**src/rtl/core/psu_pkg.sv**
```systemverilog
// Shared types, constants and the Paeth predictor for the PNG scanline unfilter.
package psu_pkg;

  localparam int ROW_BYTES_MAX = 131072;
  localparam int IDX_W         = $clog2(ROW_BYTES_MAX);
  localparam int ROW_W         = IDX_W + 1;
  localparam int PIX_MAX       = 8;
  localparam int BPP_W         = $clog2(PIX_MAX);
  localparam int BPP_REG_W     = 4;
  localparam int QUEUE_DEPTH   = 4;
  localparam int QPTR_W        = $clog2(QUEUE_DEPTH);

  localparam logic [2:0] FILT_NONE  = 3'd0;
  localparam logic [2:0] FILT_SUB   = 3'd1;
  localparam logic [2:0] FILT_UP    = 3'd2;
  localparam logic [2:0] FILT_AVG   = 3'd3;
  localparam logic [2:0] FILT_PAETH = 3'd4;

  localparam logic CFG_ROW_BYTES = 1'b0;
  localparam logic CFG_BPP       = 1'b1;

  typedef struct packed {
    logic [7:0]       data;
    logic [IDX_W-1:0] idx;
    logic [2:0]       filt;
    logic             bad;
    logic             first_row;
    logic             last;
    logic             left_ok;
    logic [BPP_W-1:0] bpp_sel;
  } item_t;

  typedef struct packed {
    logic full;
    logic empty;
  } qstat_t;

  function automatic logic [7:0] paeth(input logic [7:0] a, input logic [7:0] b,
                                       input logic [7:0] c);
    logic signed [9:0] da;
    logic signed [9:0] db;
    logic signed [9:0] dc;
    logic        [9:0] pa;
    logic        [9:0] pb;
    logic        [9:0] pc;
    da = $signed({2'b00, b}) - $signed({2'b00, c});
    db = $signed({2'b00, a}) - $signed({2'b00, c});
    dc = da + db;
    pa = (da < 0) ? 10'(-da) : 10'(da);
    pb = (db < 0) ? 10'(-db) : 10'(db);
    pc = (dc < 0) ? 10'(-dc) : 10'(dc);
    if (pa <= pb && pa <= pc) begin
      return a;
    end else if (pb <= pc) begin
      return b;
    end
    return c;
  endfunction

endpackage

```
**src/rtl/core/psu_queue.sv**
```systemverilog
// Short request queue between the classifying front end and the reconstruction back end.
module psu_queue import psu_pkg::*; (
  input  logic   clk,
  input  logic   rst_n,
  input  logic   push,
  input  item_t  push_item,
  input  logic   pop,
  output item_t  head,
  output qstat_t stat
);

  item_t             slot_r [QUEUE_DEPTH];
  logic [QPTR_W-1:0] wr_ptr_r;
  logic [QPTR_W-1:0] rd_ptr_r;
  logic [QPTR_W:0]   count_r;

  assign head       = slot_r[rd_ptr_r];
  assign stat.full  = count_r == (QPTR_W+1)'(QUEUE_DEPTH);
  assign stat.empty = count_r == '0;

  always_ff @(posedge clk) begin
    if (push) begin
      slot_r[wr_ptr_r] <= push_item;
    end
  end

  always_ff @(posedge clk) begin
    if (!rst_n) begin
      wr_ptr_r <= '0;
      rd_ptr_r <= '0;
      count_r  <= '0;
    end else begin
      if (push) begin
        wr_ptr_r <= wr_ptr_r + QPTR_W'(1);
      end
      if (pop) begin
        rd_ptr_r <= rd_ptr_r + QPTR_W'(1);
      end
      if (push && !pop) begin
        count_r <= count_r + (QPTR_W+1)'(1);
      end else if (pop && !push) begin
        count_r <= count_r - (QPTR_W+1)'(1);
      end
    end
  end

endmodule

```
**config.mk**
```make
export PLATFORM = sky130hd
export DESIGN_NAME = psu_queue
export DESIGN_NICKNAME = d
export VERILOG_FILES = /design/src/rtl/core/psu_pkg.sv /design/src/rtl/core/psu_queue.sv
export SDC_FILE = /design/constraint.sdc
export NUM_CORES = 1
export LEC_CHECK = 0
export ABC_AREA = 1
export BUFFER_PORTS_ARGS = -buffer_cell sky130_fd_sc_hd__buf_2
export CAP_MARGIN = 10
export CELL_PAD_IN_SITES_DETAIL_PLACEMENT = 1
export CELL_PAD_IN_SITES_GLOBAL_PLACEMENT = 2
export CORE_MARGIN = 2
export CORE_UTILIZATION = 43
export DETAILED_ROUTE_END_ITERATION = 8
export PLACE_DENSITY_LB_ADDON = 0.1
export SYNTH_ARGS = -nofsm -noshare
export SYNTH_HDL_FRONTEND = slang
export SYNTH_SLANG_ARGS = --single-unit
```
**constraint.sdc**
```tcl
create_clock -name clk -period 3.49 [get_ports clk]
set_input_delay 0.1745 -clock clk [delete_from_list [all_inputs] [get_ports clk]]
set_output_delay 0.1745 -clock clk [all_outputs]
set_load 0.02 [all_outputs]
```
==> results_dict.tcl <==
set metrics [dict create \
    run_status "completed" \
    clock_share_of_power_pct 45.6 \
    crit_required_ns 3.32 \
    grtUsageTotal_pct 19.27 \
    layout.nets 552 \
    io_buffers 75 \
    drt-initial-drc-count 221 \
    fp.dieW_um 118.3 \
    cts_post_setup_buffers_inserted 0 \
    post_route_cells_drive_above_1_share_pct 22.16 \
    ys_seq_area_share_pct 78.01 \
    pin_count 76 \
    via_count 3535 \
    tightest_slew_ns 0.9139 \
    postPlaceCellArea_um2 6103 \
    design.die.area_um2 14000 \
    worstHoldPathCells 3 \
    detailedPlace.worstSlack_ns 1.477 \
    worst_setup_path_end_kind "output pin" \
    final.min_clock_period_ns 2.486 \
    synth_simple_gate_area_share_pct 5.988 \
    design_area_um2 7138 \
    achievable-frequency_mhz 402.3 \
    coreArea_um2 12670 \
    flip_flop_and_latch_count_after_synthesis 149 \
    switching_share_of_total_power_pct 21.94 \
    finalWirelength_mm 12.68 \
    critical_path_data_arrival_time_ns 2.31 \
    synth_async_sr_flop_share_pct 0 \
    detailedPlacementHpwl_mm 6.752 \
    cpMaxStageDelayCell "sky130_fd_sc_hd__dfxtp_2" \
    clock_buffers_created_by_tritoncts 17 \
    pwr-share-seq_pct 45.1 \
    dpl.cell_count 625 \
    post_synthesis_instance_area_um2 5620 \
    critical_path.reg2reg.startpoint "wr_ptr_r[0]$_SDFFE_PN0P_" \
    grt_first_pass_wirelength_mm 20.06 \
    final-setup-viol-count 0 \
    share_comb_of_total_power_pct 9.3 \
    synthMuxAreaShare_pct 0 \
    post-route-drc-count 0 \
    final_hold_violating_endpoints 0 \
    ctsLongestPathBuffers 2 \
    min-delay-path-class "primary input to flip-flop" \
    fin_total_pwr_mw 4.599 \
    diodes 0 \
    rsz0062_at_grt "no" \
    cp_cell_sequence "buf_4 -> o21ai_0 -> o22ai_1 -> buf_2" \
    syn_inst 396 \
    ctsHtreeMaxLevel 4 \
    timing.critical_path.from_type "flip-flop" \
    post_synth_most_frequent_cells "sky130_fd_sc_hd__edfxtp_1, sky130_fd_sc_hd__nor2_1, sky130_fd_sc_hd__o21ai_0" \
    drt_pass1_iterations 4 \
    synth_top_family_by_area "compound AO/OA/AOI/OAI gates" \
    final.fill_count 1254 \
    synth-warning-count 0 \
    worst-r2r-cell-count 4 \
    postSynth.topFlopCell "sky130_fd_sc_hd__edfxtp_1" \
    insertion_delay_ns 0.42 \
    post-synth-top-area-cell "sky130_fd_sc_hd__edfxtp_1" \
    routabilityCongestion 0.6781 \
    post_drt_wl_per_cell_um 18.34 \
    synth-edff-count 140 \
    drt.antenna.violating_nets 0 \
    final.setup.worst_slack_ns 1.004 \
    tritoncts_num_sinks 149 \
    synth_xor_xnor_area_share_pct 0 \
    area_share_of_fa_ha_maj_cells_after_synthesis_pct 1.469 \
    timing.setup.tns_ns 0 \
    drt-vias-per-instance 5.116 \
    grt_start_max_net_pins 71 \
    synth_cell_type_count 19 \
    dieHeight_um 118.3 \
    mappedNetlistNets 441 \
    first_global_vias 3772 \
    synthTopCellsByArea "sky130_fd_sc_hd__edfxtp_1, sky130_fd_sc_hd__nor2_1, sky130_fd_sc_hd__o21ai_0" \
    timing.max_slew.rel_slack_pct 38.98 \
    fin_skew_ns 0.008297 \
    synth_compound_area_share_pct 11.02 \
    grt_antenna_before_repair 0 \
    vdd.ir_drop.worst_uv 413.1 \
    clk_pin_slew_worst_paths_ns 0.06 \
    synth_top_area_share_pct 74.80 \
    power_density_nw_per_um2 644.3 \
    initial_utilization_pct 44.36 \
    grt.overflow.total 0 \
    areaGrowthSynthToFinish_pct 27.00 \
    timing.critical_path.slowest_cell_delay_ns 0.73 \
    cp_max_fo 38 \
    final_max_slew_viol_count 0 \
    max-cap-violations 0 \
    ctsRootBufferMaster "sky130_fd_sc_hd__clkbuf_16" \
    timing.setup.critical_path_class "flip-flop to output pin" \
    layout_worst_path_cycle_share_pct 71.23 \
    fin_hold_ws_ns 0.05437 \
    tritoncts "built" \
    fp-row-count 41 \
    holdCritStartpoint "rst_n" \
    post_layout_nonfiller_instances 691 \
    p_sw_mw 1.009 \
    utilization_pct 56.33 \
    synth.most_common_cell "sky130_fd_sc_hd__edfxtp_1" \
    internal-power_mw 3.590 \
    p_leak_nw 2.587 \
    mean_syn_cell_area_um2 14.19 \
]
path summary, 6_finish.rpt:
kind,endpoint,slack (ns)
worst max-delay path,head[31],1.00
worst min-delay path,count_r[2]$_SDFFE_PN0P_,0.05
worst max register to register,slot_r[0][22]$_DFFE_PP_,1.78
worst min register to register,rd_ptr_r[1]$_SDFFE_PN0P_,0.46
repair_timing:
action                                  in CTS  in global routing
gates resized for setup                      0                  0
hold buffers                                35                  0
endpoints found under the setup margin       0                  0
endpoints found under the hold margin      140                  0
cell families after synthesis:
group / Yosys count
buf+inv: 38
flops: 149
compound gates: 115
simple gates: 88
fa+ha+maj: 6
power by group through the flow:
| stage | logic (mW) | registers, mW | clock network (mW) |
|---|---|---|---|
| after floorplan | 0.257 | 2.09 | 0 |
| after global placement | 0.388 | 2.11 | 0 |
| after detailed placement | 0.398 | 2.11 | 0 |
| after CTS | 0.431 | 2.07 | 2.14 |
| after global routing | 0.471 | 2.08 | 2.20 |
| final | 0.426 | 2.07 | 2.10 |
flip-flops by register name, summed over array words and instances, names as in the netlist, named ones only:
name / cells
slot_r: 140
count_r: 3
wr_ptr_r: 2
rd_ptr_r: 2
placed cells by master (no fill, tap or decap):
cell type / synthesis / final
sky130_fd_sc_hd__clkinvlp_4: 0 / 3
sky130_fd_sc_hd__o22ai_1: 35 / 35
sky130_fd_sc_hd__clkbuf_1: 0 / 1
sky130_fd_sc_hd__dfxtp_2: 0 / 1
sky130_fd_sc_hd__nand4_1: 1 / 1
sky130_fd_sc_hd__nor2_1: 75 / 75
sky130_fd_sc_hd__ha_1: 5 / 5
sky130_fd_sc_hd__buf_4: 8 / 3
sky130_fd_sc_hd__bufinv_16: 0 / 7
sky130_fd_sc_hd__inv_4: 1 / 1
sky130_fd_sc_hd__fa_1: 1 / 1
sky130_fd_sc_hd__inv_2: 1 / 5
sky130_fd_sc_hd__clkbuf_16: 0 / 17
sky130_fd_sc_hd__clkinv_2: 0 / 1
sky130_fd_sc_hd__nand2_1: 9 / 9
sky130_fd_sc_hd__dlygate4sd3_1: 0 / 35
sky130_fd_sc_hd__dfxtp_1: 9 / 8
sky130_fd_sc_hd__o21ai_1: 21 / 21
sky130_fd_sc_hd__inv_1: 15 / 11
sky130_fd_sc_hd__clkinv_4: 0 / 2
sky130_fd_sc_hd__buf_2: 12 / 75
sky130_fd_sc_hd__a21oi_1: 4 / 4
sky130_fd_sc_hd__nor3_1: 2 / 2
sky130_fd_sc_hd__edfxtp_1: 140 / 140
sky130_fd_sc_hd__o21ai_0: 55 / 55
sky130_fd_sc_hd__nand3_1: 1 / 1
worst max-delay path: cells and delay by family (launching register included):
family | cells | cell delay, ns
buf+inv | 2 | 0.70
compound gates | 2 | 0.45
flops | 1 | 0.73
metal layers:
metal	global-route usage, %	vias up	part of all wire, %
li1	-	1689	-
met1	24.35	1765	45
met2	32.12	66	51
met3	4.295	15	2.8
met4	7.982	0	1.4
met5	0	-	0
cell type report:
class / count / area [um^2] / share of cell area [%]
inverter: 17 / 66.31 / 0.9290
clock buffer: 18 / 429.2 / 6.012
timing repair buffer: 113 / 748.2 / 10.48
clock inverter: 13 / 255.2 / 3.576
multi-input combinational: 209 / 1039 / 14.55
tap: 172 / 215.2 / 3.015
sequential: 149 / 4385 / 61.44
(Power assumes the default switching activity.)
