==> src/rtl/core/psu_pkg.sv <==
// Shared types, constants and the Paeth predictor for the PNG scanline unfilter.
package psu_pkg;

  localparam int ROW_BYTES_MAX = 131072;
  localparam int IDX_W         = $clog2(ROW_BYTES_MAX);
  localparam int ROW_W         = IDX_W + 1;
  localparam int PIX_MAX       = 8;
  localparam int BPP_W         = $clog2(PIX_MAX);
  localparam int BPP_REG_W     = 4;
  localparam int QUEUE_DEPTH   = 4;
  localparam int QPTR_W        = $clog2(QUEUE_DEPTH);

  localparam logic [2:0] FILT_NONE  = 3'd0;
  localparam logic [2:0] FILT_SUB   = 3'd1;
  localparam logic [2:0] FILT_UP    = 3'd2;
  localparam logic [2:0] FILT_AVG   = 3'd3;
  localparam logic [2:0] FILT_PAETH = 3'd4;

  localparam logic CFG_ROW_BYTES = 1'b0;
  localparam logic CFG_BPP       = 1'b1;

  typedef struct packed {
    logic [7:0]       data;
    logic [IDX_W-1:0] idx;
    logic [2:0]       filt;
    logic             bad;
    logic             first_row;
    logic             last;
    logic             left_ok;
    logic [BPP_W-1:0] bpp_sel;
  } item_t;

  typedef struct packed {
    logic full;
    logic empty;
  } qstat_t;

  function automatic logic [7:0] paeth(input logic [7:0] a, input logic [7:0] b,
                                       input logic [7:0] c);
    logic signed [9:0] da;
    logic signed [9:0] db;
    logic signed [9:0] dc;
    logic        [9:0] pa;
    logic        [9:0] pb;
    logic        [9:0] pc;
    da = $signed({2'b00, b}) - $signed({2'b00, c});
    db = $signed({2'b00, a}) - $signed({2'b00, c});
    dc = da + db;
    pa = (da < 0) ? 10'(-da) : 10'(da);
    pb = (db < 0) ? 10'(-db) : 10'(db);
    pc = (dc < 0) ? 10'(-dc) : 10'(dc);
    if (pa <= pb && pa <= pc) begin
      return a;
    end else if (pb <= pc) begin
      return b;
    end
    return c;
  endfunction

endpackage

==> src/rtl/core/psu_front.sv <==
// Front end: config registers, row position tracking and classification of stream bytes.
module psu_front import psu_pkg::*; (
  input  logic             clk,
  input  logic             rst_n,
  input  logic             cfg_we,
  input  logic             cfg_index,
  input  logic [ROW_W-1:0] cfg_wdata,
  input  logic             in_valid,
  output logic             in_ready,
  input  logic [7:0]       data_byte,
  input  logic             image_start,
  input  logic             q_full,
  output logic             push,
  output item_t            item
);

  logic [ROW_W-1:0]     rb_r;
  logic [BPP_REG_W-1:0] bpp_r;
  logic                 in_row_r;
  logic [IDX_W-1:0]     idx_r;
  logic [7:0]           filt_r;
  logic                 first_r;

  logic [ROW_W-1:0]     rb_cl;
  logic [BPP_REG_W-1:0] bpp_cl;
  logic                 fire;
  logic                 expect_filter;
  logic                 last;

  assign in_ready      = !q_full;
  assign fire          = in_valid && in_ready;
  assign expect_filter = image_start || !in_row_r;
  assign push          = fire && !expect_filter;

  always_comb begin
    if (rb_r == '0) begin
      rb_cl = ROW_W'(1);
    end else if (rb_r > ROW_W'(ROW_BYTES_MAX)) begin
      rb_cl = ROW_W'(ROW_BYTES_MAX);
    end else begin
      rb_cl = rb_r;
    end
    if (bpp_r == '0) begin
      bpp_cl = BPP_REG_W'(1);
    end else if (bpp_r > BPP_REG_W'(PIX_MAX)) begin
      bpp_cl = BPP_REG_W'(PIX_MAX);
    end else begin
      bpp_cl = bpp_r;
    end
  end

  assign last = ({1'b0, idx_r} + ROW_W'(1)) >= rb_cl;

  always_comb begin
    item.data      = data_byte;
    item.idx       = idx_r;
    item.first_row = first_r;
    item.last      = last;
    item.left_ok   = idx_r >= IDX_W'(bpp_cl);
    item.bpp_sel   = BPP_W'(bpp_cl - BPP_REG_W'(1));
    // Unknown filter types pass the row through unchanged and flag it.
    if (filt_r > 8'(FILT_PAETH)) begin
      item.filt = FILT_NONE;
      item.bad  = 1'b1;
    end else begin
      item.filt = filt_r[2:0];
      item.bad  = 1'b0;
    end
  end

  always_ff @(posedge clk) begin
    if (!rst_n) begin
      rb_r     <= ROW_W'(1);
      bpp_r    <= BPP_REG_W'(1);
      in_row_r <= 1'b0;
      idx_r    <= '0;
      filt_r   <= '0;
      first_r  <= 1'b1;
    end else begin
      if (cfg_we) begin
        unique case (cfg_index)
          CFG_ROW_BYTES: rb_r  <= cfg_wdata;
          CFG_BPP:       bpp_r <= cfg_wdata[BPP_REG_W-1:0];
          default:       rb_r  <= rb_r;
        endcase
      end
      if (fire) begin
        if (expect_filter) begin
          filt_r   <= data_byte;
          in_row_r <= 1'b1;
          idx_r    <= '0;
          if (image_start) begin
            first_r <= 1'b1;
          end
        end else if (last) begin
          in_row_r <= 1'b0;
          first_r  <= 1'b0;
        end else begin
          idx_r <= idx_r + IDX_W'(1);
        end
      end
    end
  end

endmodule

==> config.mk <==
export PLATFORM = sky130hd
export DESIGN_NAME = psu_front
export DESIGN_NICKNAME = d
export VERILOG_FILES = /design/src/rtl/core/psu_pkg.sv /design/src/rtl/core/psu_front.sv
export SDC_FILE = /design/constraint.sdc
export NUM_CORES = 1
export LEC_CHECK = 0
export BUFFER_PORTS_ARGS = -buffer_cell sky130_fd_sc_hd__buf_2
export CAP_MARGIN = 15
export CELL_PAD_IN_SITES_DETAIL_PLACEMENT = 0
export CELL_PAD_IN_SITES_GLOBAL_PLACEMENT = 1
export CORE_ASPECT_RATIO = 0.6
export CORE_MARGIN = 10
export CORE_UTILIZATION = 39
export DETAILED_ROUTE_END_ITERATION = 7
export PLACE_DENSITY_LB_ADDON = 0.1
export SETUP_SLACK_MARGIN = 0.5
export SLEW_MARGIN = 20
export SYNTH_ARGS = -nofsm -noshare
export SYNTH_HDL_FRONTEND = slang
export SYNTH_SLANG_ARGS = --single-unit
==> constraint.sdc <==
create_clock -name clk -period 4.5 [get_ports clk]
set_input_delay 0.225 -clock clk [delete_from_list [all_inputs] [get_ports clk]]
set_output_delay 0.225 -clock clk [all_outputs]
set_load 0.005 [all_outputs]
==> results of run 1 <==
==> logic make-up after synthesis <==
group           count (synthesis)  synth area share, %
xor+xnor                       16                 4.71
flops                          49                 33.0
mux                             1                0.378
fa+ha+maj                      24                 10.1
simple gates                  184                 29.3
compound gates                 75                 15.6
buf+inv                        42                 6.94
==> state kept, by name (all words and copies together), names as in the netlist <==
| signal | cells |
|---|---|
| bpp_r | 4 |
| rb_r | 18 |
| idx_r | 17 |
| first_r | 1 |
| in_row_r | 1 |
| filt_r | 8 |
==> cell type report <==
class | count | area, sq um
Fill cell | 776 | 3730
Clock inverter | 1 | 5.00
Multi-Input combinational cell | 301 | 1840
Timing Repair Buffer | 81 | 435
Sequential cell | 49 | 981
Tap cell | 104 | 130
Inverter | 13 | 48.8
Clock buffer | 7 | 153
==> repair_timing <==
item                       CTS  global route
setup buffers                5             2
resized for setup            0             4
cloned                       1             0
setup endpoints to repair    1            20
pin swaps                    1             1
==> through the flow <==
stage,cell area (sq um),std cells,hold WS [ns],worst slack (ns)
after floorplan,2980,391,0.349,1.32
after global placement,3330,540,0.440,0.446
after detailed placement,3340,540,0.448,0.614
after CTS,3550,554,0.155,0.522
after global routing,3590,556,0.162,0.515
final,3590,556,0.164,0.739
==> critical path: stages (launching register included) <==
cell and delay [ns]:
dfxtp_1 0.50, ha_1 0.28, nand3_1 0.25, nor2_2 0.26, nand2_1 0.14, xnor2_1 0.15
ha_1 0.29, and2_0 0.16, a221o_1 0.32, a21oi_2 0.29, o221ai_4 0.22, buf_4 0.21
buf_4 0.13, or3_1 0.33, a31oi_1 0.16
==> final timing paths <==
kind                          startpoint                endpoint  slack, ns  depth (start not counted)
setup / recovery   idx_r[0]$_SDFFE_PN0P_   idx_r[0]$_SDFFE_PN0P_       0.74                         14
hold reg to reg   filt_r[6]$_SDFFE_PN0P_  filt_r[6]$_SDFFE_PN0P_       0.45                          2
hold / removal              cfg_wdata[4]    rb_r[4]$_SDFFE_PN0P_       0.16                          3
setup reg to reg   idx_r[0]$_SDFFE_PN0P_   idx_r[0]$_SDFFE_PN0P_       0.74                         14
==> cells in the final DEF, fill, tap and decap left out, types with 2 or more instances in the layout <==
| master | n |
|---|---|
| a21oi_1 | 47 |
| a221o_1 | 2 |
| and3_1 | 5 |
| buf_2 | 69 |
| buf_4 | 12 |
| clkbuf_16 | 5 |
| clkbuf_8 | 2 |
| dfxtp_1 | 49 |
| ha_1 | 24 |
| inv_1 | 12 |
| nand2_1 | 92 |
| nand2b_1 | 4 |
| nand3_1 | 20 |
| nand4_1 | 13 |
| nor2_1 | 15 |
| nor2b_1 | 5 |
| nor3_1 | 2 |
| nor3b_1 | 2 |
| nor4_1 | 7 |
| o211ai_1 | 2 |
| o21ai_0 | 5 |
| o221ai_4 | 2 |
| o311ai_0 | 9 |
| o31a_1 | 2 |
| or4_1 | 11 |
| xnor2_1 | 14 |
| xor2_1 | 2 |
==> per-layer routing <==
metal	track usage, %	up-vias	routed length (microns)
met2	21.7	83	3590
met4	4.57	0	93
met5	0	-	0
li1	-	1506	-
met3	4.34	10	627
met1	22.9	1373	4720
==> power by group through the flow <==
stage | Clock [mW] | Sequential [mW] | Combinational [mW]
after floorplan | 0 | 0.464 | 0.0948
after global placement | 0 | 0.468 | 0.137
after detailed placement | 0 | 0.468 | 0.142
after CTS | 0.412 | 0.458 | 0.162
after global routing | 0.431 | 0.460 | 0.191
final | 0.403 | 0.458 | 0.169
==> synth_stat cells (2+ instances only) <==
library cell | n | area (sq um)
dfxtp_1 | 49 | 981
o31a_1 | 2 | 17.5
xnor2_1 | 14 | 123
o21ai_0 | 5 | 25.0
nor3b_1 | 2 | 15.0
ha_1 | 24 | 300
clkbuf_1 | 14 | 52.6
nand2b_1 | 5 | 31.3
buf_2 | 3 | 15.0
or4_1 | 11 | 82.6
nand4_1 | 13 | 81.3
nand3_1 | 20 | 100
inv_1 | 12 | 45.0
o311ai_0 | 9 | 78.8
nor2_1 | 16 | 60.1
a21oi_1 | 47 | 235
a221o_1 | 2 | 20.0
nand2_1 | 92 | 345
nor2b_1 | 6 | 37.5
and3_1 | 5 | 31.3
nor3_1 | 2 | 10.0
xor2_1 | 2 | 17.5
nor4_1 | 7 | 43.8
o211ai_1 | 2 | 15.0
buf_4 | 10 | 75.1
==> results.txt, run 1 <==
* Via count of the first global-routing pass: 2789
- Deepest level of the CTS H-tree: 2
- Final wirelength: 9040 microns
- Highest clock frequency the design can meet: 0.266 GHz
* Clock tree root buffer cell: clkbuf_16
* Remaining Overflow, GRT: 0
* Average cell area after synthesis: 7.61 sq um
- Die Span Y: 87.7 microns
- Design internal power: 0.753 mW
- Sw Pwr: 0.277 mW
- The path class of the tightest hold or removal check is in2reg.
- Final layout net count: 508
* Antenna Violating Nets Remaining: 0
* Initial antenna violation count: 0
- Combinational logic is responsible for 16.4% of the overall power.
- Per report_power, the sequential group accounts for 44.5% of the total.
- For this run, the leading register cell type out of synthesis is dfxtp_1.
- The worst setup path is captured at a flip-flop.
* Result of the run: finished, final reports clean
- Across every metal layer, demand over resource in global routing totals 15.7%.
* Number of inserted diodes: 0
- Fraction of the yosys area taken by sequential cells: 33.0%
- Max Fanout on Critical Path: 9
- The mapped netlist covers 2980 sq um.
- Number of violations of the max-capacitance limit: 0
* Global placement routability congestion: 0.808
* Portion of total power attributed to the clock network: 39.1%
- The tree built by TritonCTS fans out to 49 sinks.
- Clk pin slew, worst setup/hold paths: 0.07 ns
- Worst EP arrival: 3.99 ns
- Share of layout cells above drive strength 1: 21.9%
- Setup skew after layout: 0.00621 ns
* Hold buffer count at cts: 0
- Of all flip-flops after synthesis, the portion carrying an async set or reset was 0%.
* Critical Path Start Type: flip-flop
- At the end of the flow the core is filled with cells to 49.0%.
- The first global-routing pass estimated 15000 microns of wire.
- The clock passes through at most 2 buffers.
* Setup repair after global routing missed its margin: no
* Pin count of the biggest net entering global routing: 39
- 70 I/O pins were placed.
- After detailed routing, the average wire length per cell comes to 16.3 microns.
- After floorplanning, the core was divided into 24 placement rows.
- Crit share post-route: 83.6%
- The analysis attributes to cell leakage a power of 1.52 nW.
- Clock tree from TritonCTS: done
* Switching fraction of total power: 26.9%
- Relative area change from synthesis to final layout: 20.7%
- Counting distinct cell types in the post-synthesis netlist gives 42.
- TritonCTS Buffers: 5
- Via total after detailed routing: 2972
- Final worst path period need: 3.76 ns
- Overall die area: 11600 sq um
- The initial utilization of the core area, before any placement, comes to 40.6%.
- Power density of the placed cells: 287 nW/um^2
- Measured slew at the worst slew-check pin: 0.764 ns
- Cell count after synthesis: 391
* Violation count after the first detailed-route iteration: 251
- For this run, the number of Yosys warnings is 0.
- When the netlist entered floorplanning its net count stood at 448.
- Accumulated negative setup slack: 0 ns
- Number of failing setup endpoints in the final timing report: 0
- Buffers placed on the I/O ports in this run total 69.
* Die span in x: 133 microns
* Worst EP required: 4.73 ns
* Final-report hold violation count: 0
- The count of final max-slew check failures is 0.
* Register bit count reported by yosys: 49
- In the routed design, unresolved DRC markers number 0.
- Detailed placement ended at an HPWL of 6680 microns.
- TritonRoute pass-1 iters: 5
* Worst rel slew slack: 49.0%
* Routed via count divided by cell count: 5.35
- Counting flops with a built-in enable in the synthesized netlist gives 0.
- Overall power: 1.03 mW
- Later-pin clock latency in the skew report: 0.30 ns
- Std-Cell Core Area: 7330 sq um
- By startpoint and endpoint, the worst setup path is classified as reg2reg.
* Worst VDD drop: 0.149 mV
(Power assumes the default switching activity.)
==> run 2, diff against run 1 <==
Clock period 4.5 ns to 3.85 ns, I/O delays scaled along.
==> run 2 against run 1 <==
Compared with the run above: clock-buffer cell count is the same; hold slack worse by 0.037 ns; sequential power up 17%; worst setup slack got worse by 0.26 ns; via count is 1.7% higher; power up 23%.
==> results.txt, run 2 (synthesis results as in run 1) <==
- Setup repair after global routing missed its margin: yes
- Wire length on met2: 3750 microns
- The die covers 11600 sq um.
* Result of the run: finished, final reports clean
- Antenna Violating Nets Remaining: 0
* Ordered cell list for the critical path: nor4_2 > nand4_1 > nor4_2 > nand2b_4 > nand2_1 > ha_4 > a21o_1 > a221o_1 > a21oi_2 > o221ai_4 > buf_6 > or4_1 > a21oi_1
* Registers with the most flip-flops: rb_r x18, idx_r x17, filt_r x8
- Highest clock frequency the design can meet: 0.297 GHz
- Once placement finished, the instance area stood at 3390 sq um.
* Later-pin clock latency in the skew report: 0.30 ns
* Std-Cell Core Area: 7330 sq um
* Max Fanout on Critical Path: 9
* Design Area, Final: 3880 sq um
- Routability-driven placement finished with a final weighted congestion of 0.889.
- Hold-critical path depth: 3
* Power density of the placed cells: 327 nW/um^2
* Routed wire length on met3: 790 microns
- Share of layout cells above drive strength 1: 30.7%
* Register name with the most flops: rb_r
- After the flow finishes, the layout carries non-filler instances totaling 563.
* Number of violations of the max-capacitance limit: 0
- Setup skew after layout: 0.00416 ns
* TritonRoute pass-1 iters: 4
- The count of final hold-check violations is 0.
- The first global-routing pass estimated 15000 microns of wire.
* Remaining Overflow, GRT: 0
- Cell row count: 24
- No sink is reached through more buffers than the 2 on the longest clock path.
- For the worst flop-to-flop path, the logic depth is 13.
- Count of final max-slew check failures: 0
- Via total after detailed routing: 3022
- Portion of total power attributed to the clock network: 41.3%
* Final worst path period need: 3.37 ns
- FILL cells: 744
- Internal power comes to 0.938 mW.
- Worst EP arrival: 3.59 ns
- The register with the most flip-flops in the layout has 18 of them.
* Top routing layer in use: met4
* Avg WL per Cell: 16.6 microns
- Net switching is 26.0% of the power.
* Die Span Y: 87.7 microns
* Relative area change from synthesis to final layout: 30.2%
- Critical path's slowest cell: or4_1
* Commonest cells after routing, fill and taps aside: nand2_1 (91), buf_2 (69), a21oi_1 (42)
- Total GRT Usage: 15.6%
- Total routed wire length on the met1 layer: 4730 microns
- Pin count of the biggest net entering global routing: 23
* Clock tree from TritonCTS: done
- Setup violations remaining at the end of the flow were counted as 0.
- The worst setup path is captured at a flip-flop.
- For this block, the initial DRC count from the detailed router was 263.
- Sequential cells account for 42.4% of the total power.
- The largest single stage delay on the critical path is 0.47 ns.
- Initial antenna violation count: 0
- After detailed routing, the number of remaining DRC violations is 0.
- Dividing the detail-routed via count by the number of cells gives 5.37.
- Worst VDD drop: 0.132 mV
- The wire-length estimate of the detail-placed layout is 7020 microns.
- Sw Pwr: 0.329 mW
- Share of power burned in combinational logic: 16.3%
* Number of inserted diodes: 0
- Worst rel slew slack: 53.1%
- Accumulated negative setup slack: 0 ns
* Measured slew at the worst slew-check pin: 0.703 ns
- In the final design database the tool counted 515 nets.
* Worst EP required: 4.07 ns
* Commonest non-fill, non-tap cell in the layout: nand2_1
- Critical Path Start Type: flip-flop
* Starting density of the core: 40.6%
- Fin util: 52.9%
- The count of buffers added on input and output ports is 69.
* Static Leak: 1.62 nW
- After clock tree synthesis, the flow added hold-fix buffers numbering 0.
* Clk pin slew, worst setup/hold paths: 0.06 ns
- Worst min-delay path class: in2reg
* TritonCTS Buffers: 5
* I/O pin count: 70
- CTS built an H-tree with a depth of 2.
- Clock tree synthesis selected as its root buffer the cell clkbuf_16.
* Kind of critical path: reg2reg
- After layout, the worst path uses 87.5% of the clock period.
* Post-Place Cells: 548
- The final layout contains routed wiring with a total length of 9370 microns.
- Via count of the first global-routing pass: 2822
- Die span in x: 133 microns
- Among the stages of the critical path, the cell type that occurs most often is nor4_2.
- Sinks on the clock net: 49
run 2: changes by cell type in the layout (fill, tap and decap cells not counted), moves of 3 or more:
cell / before / now
a21oi_1: 47 / 42
a21oi_2: 1 / 6
buf_6: 0 / 8
dfxtp_1: 49 / 40
dfxtp_2: 0 / 7
ha_1: 24 / 20
ha_4: 0 / 4
nor4_1: 7 / 2
nor4_2: 0 / 3
or4_1: 11 / 8
or4_4: 0 / 3
run 2: cell type report:
type	instances	area (sq um)	area share, %
Multi-Input combinational cell	300	2000	51.6
Sequential cell	49	997	25.7
Timing Repair Buffer	89	526	13.6
Clock buffer	7	143	3.68
Tap cell	104	130	3.36
Inverter	13	48.8	1.26
Clock inverter	1	30.0	0.775
run 2: worst paths after layout:
check | startpoint | end | slack (ns)
hold reg to reg | filt_r[6]$_SDFFE_PN0P_ | filt_r[6]$_SDFFE_PN0P_ | 0.45
setup reg to reg | rb_r[14]$_SDFFE_PN0P_ | idx_r[6]$_SDFFE_PN0P_ | 0.48
hold / removal | cfg_wdata[9] | rb_r[9]$_SDFFE_PN0P_ | 0.13
setup / recovery | rb_r[14]$_SDFFE_PN0P_ | idx_r[6]$_SDFFE_PN0P_ | 0.48
run 2: critical path: cells and delay by family, from the launching register on:
| kind | cells | cell delay (ns) |
|---|---|---|
| buf+inv | 1 | 0.20 |
| flops | 1 | 0.36 |
| compound gates | 5 | 1.04 |
| simple gates | 6 | 1.45 |
| fa+ha+maj | 1 | 0.23 |
run 2: metrics by stage:
stage,hold slack [ns],total power [mW],setup slack [ns]
floorplan,0.316,0.654,0.667
global placement,0.435,0.711,0.300
detailed placement,0.442,0.713,0.267
CTS,0.131,1.24,0.470
global route,0.134,1.32,0.311
finish,0.127,1.27,0.482
run 2: layer usage:
metal / GRT usage (%) / vias up
met1: 23.1 / 1408
li1: - / 1512
met2: 20.7 / 92
met4: 4.87 / 0
met5: 0 / -
met3: 4.69 / 10
run 2: timing repair:
action,CTS,global route
pin swaps,1,19
setup endpoints to repair,18,19
cloned,0,1
gates resized for setup,8,46
setup buffers,2,4
run 2: power groups by stage:
stage / Sequential [mW] / Combinational (mW) / Clock [mW]
floorplan: 0.543 / 0.111 / 0
global placement: 0.547 / 0.165 / 0
detailed placement: 0.547 / 0.166 / 0
CTS: 0.536 / 0.178 / 0.530
global route: 0.540 / 0.228 / 0.555
finish: 0.538 / 0.206 / 0.524
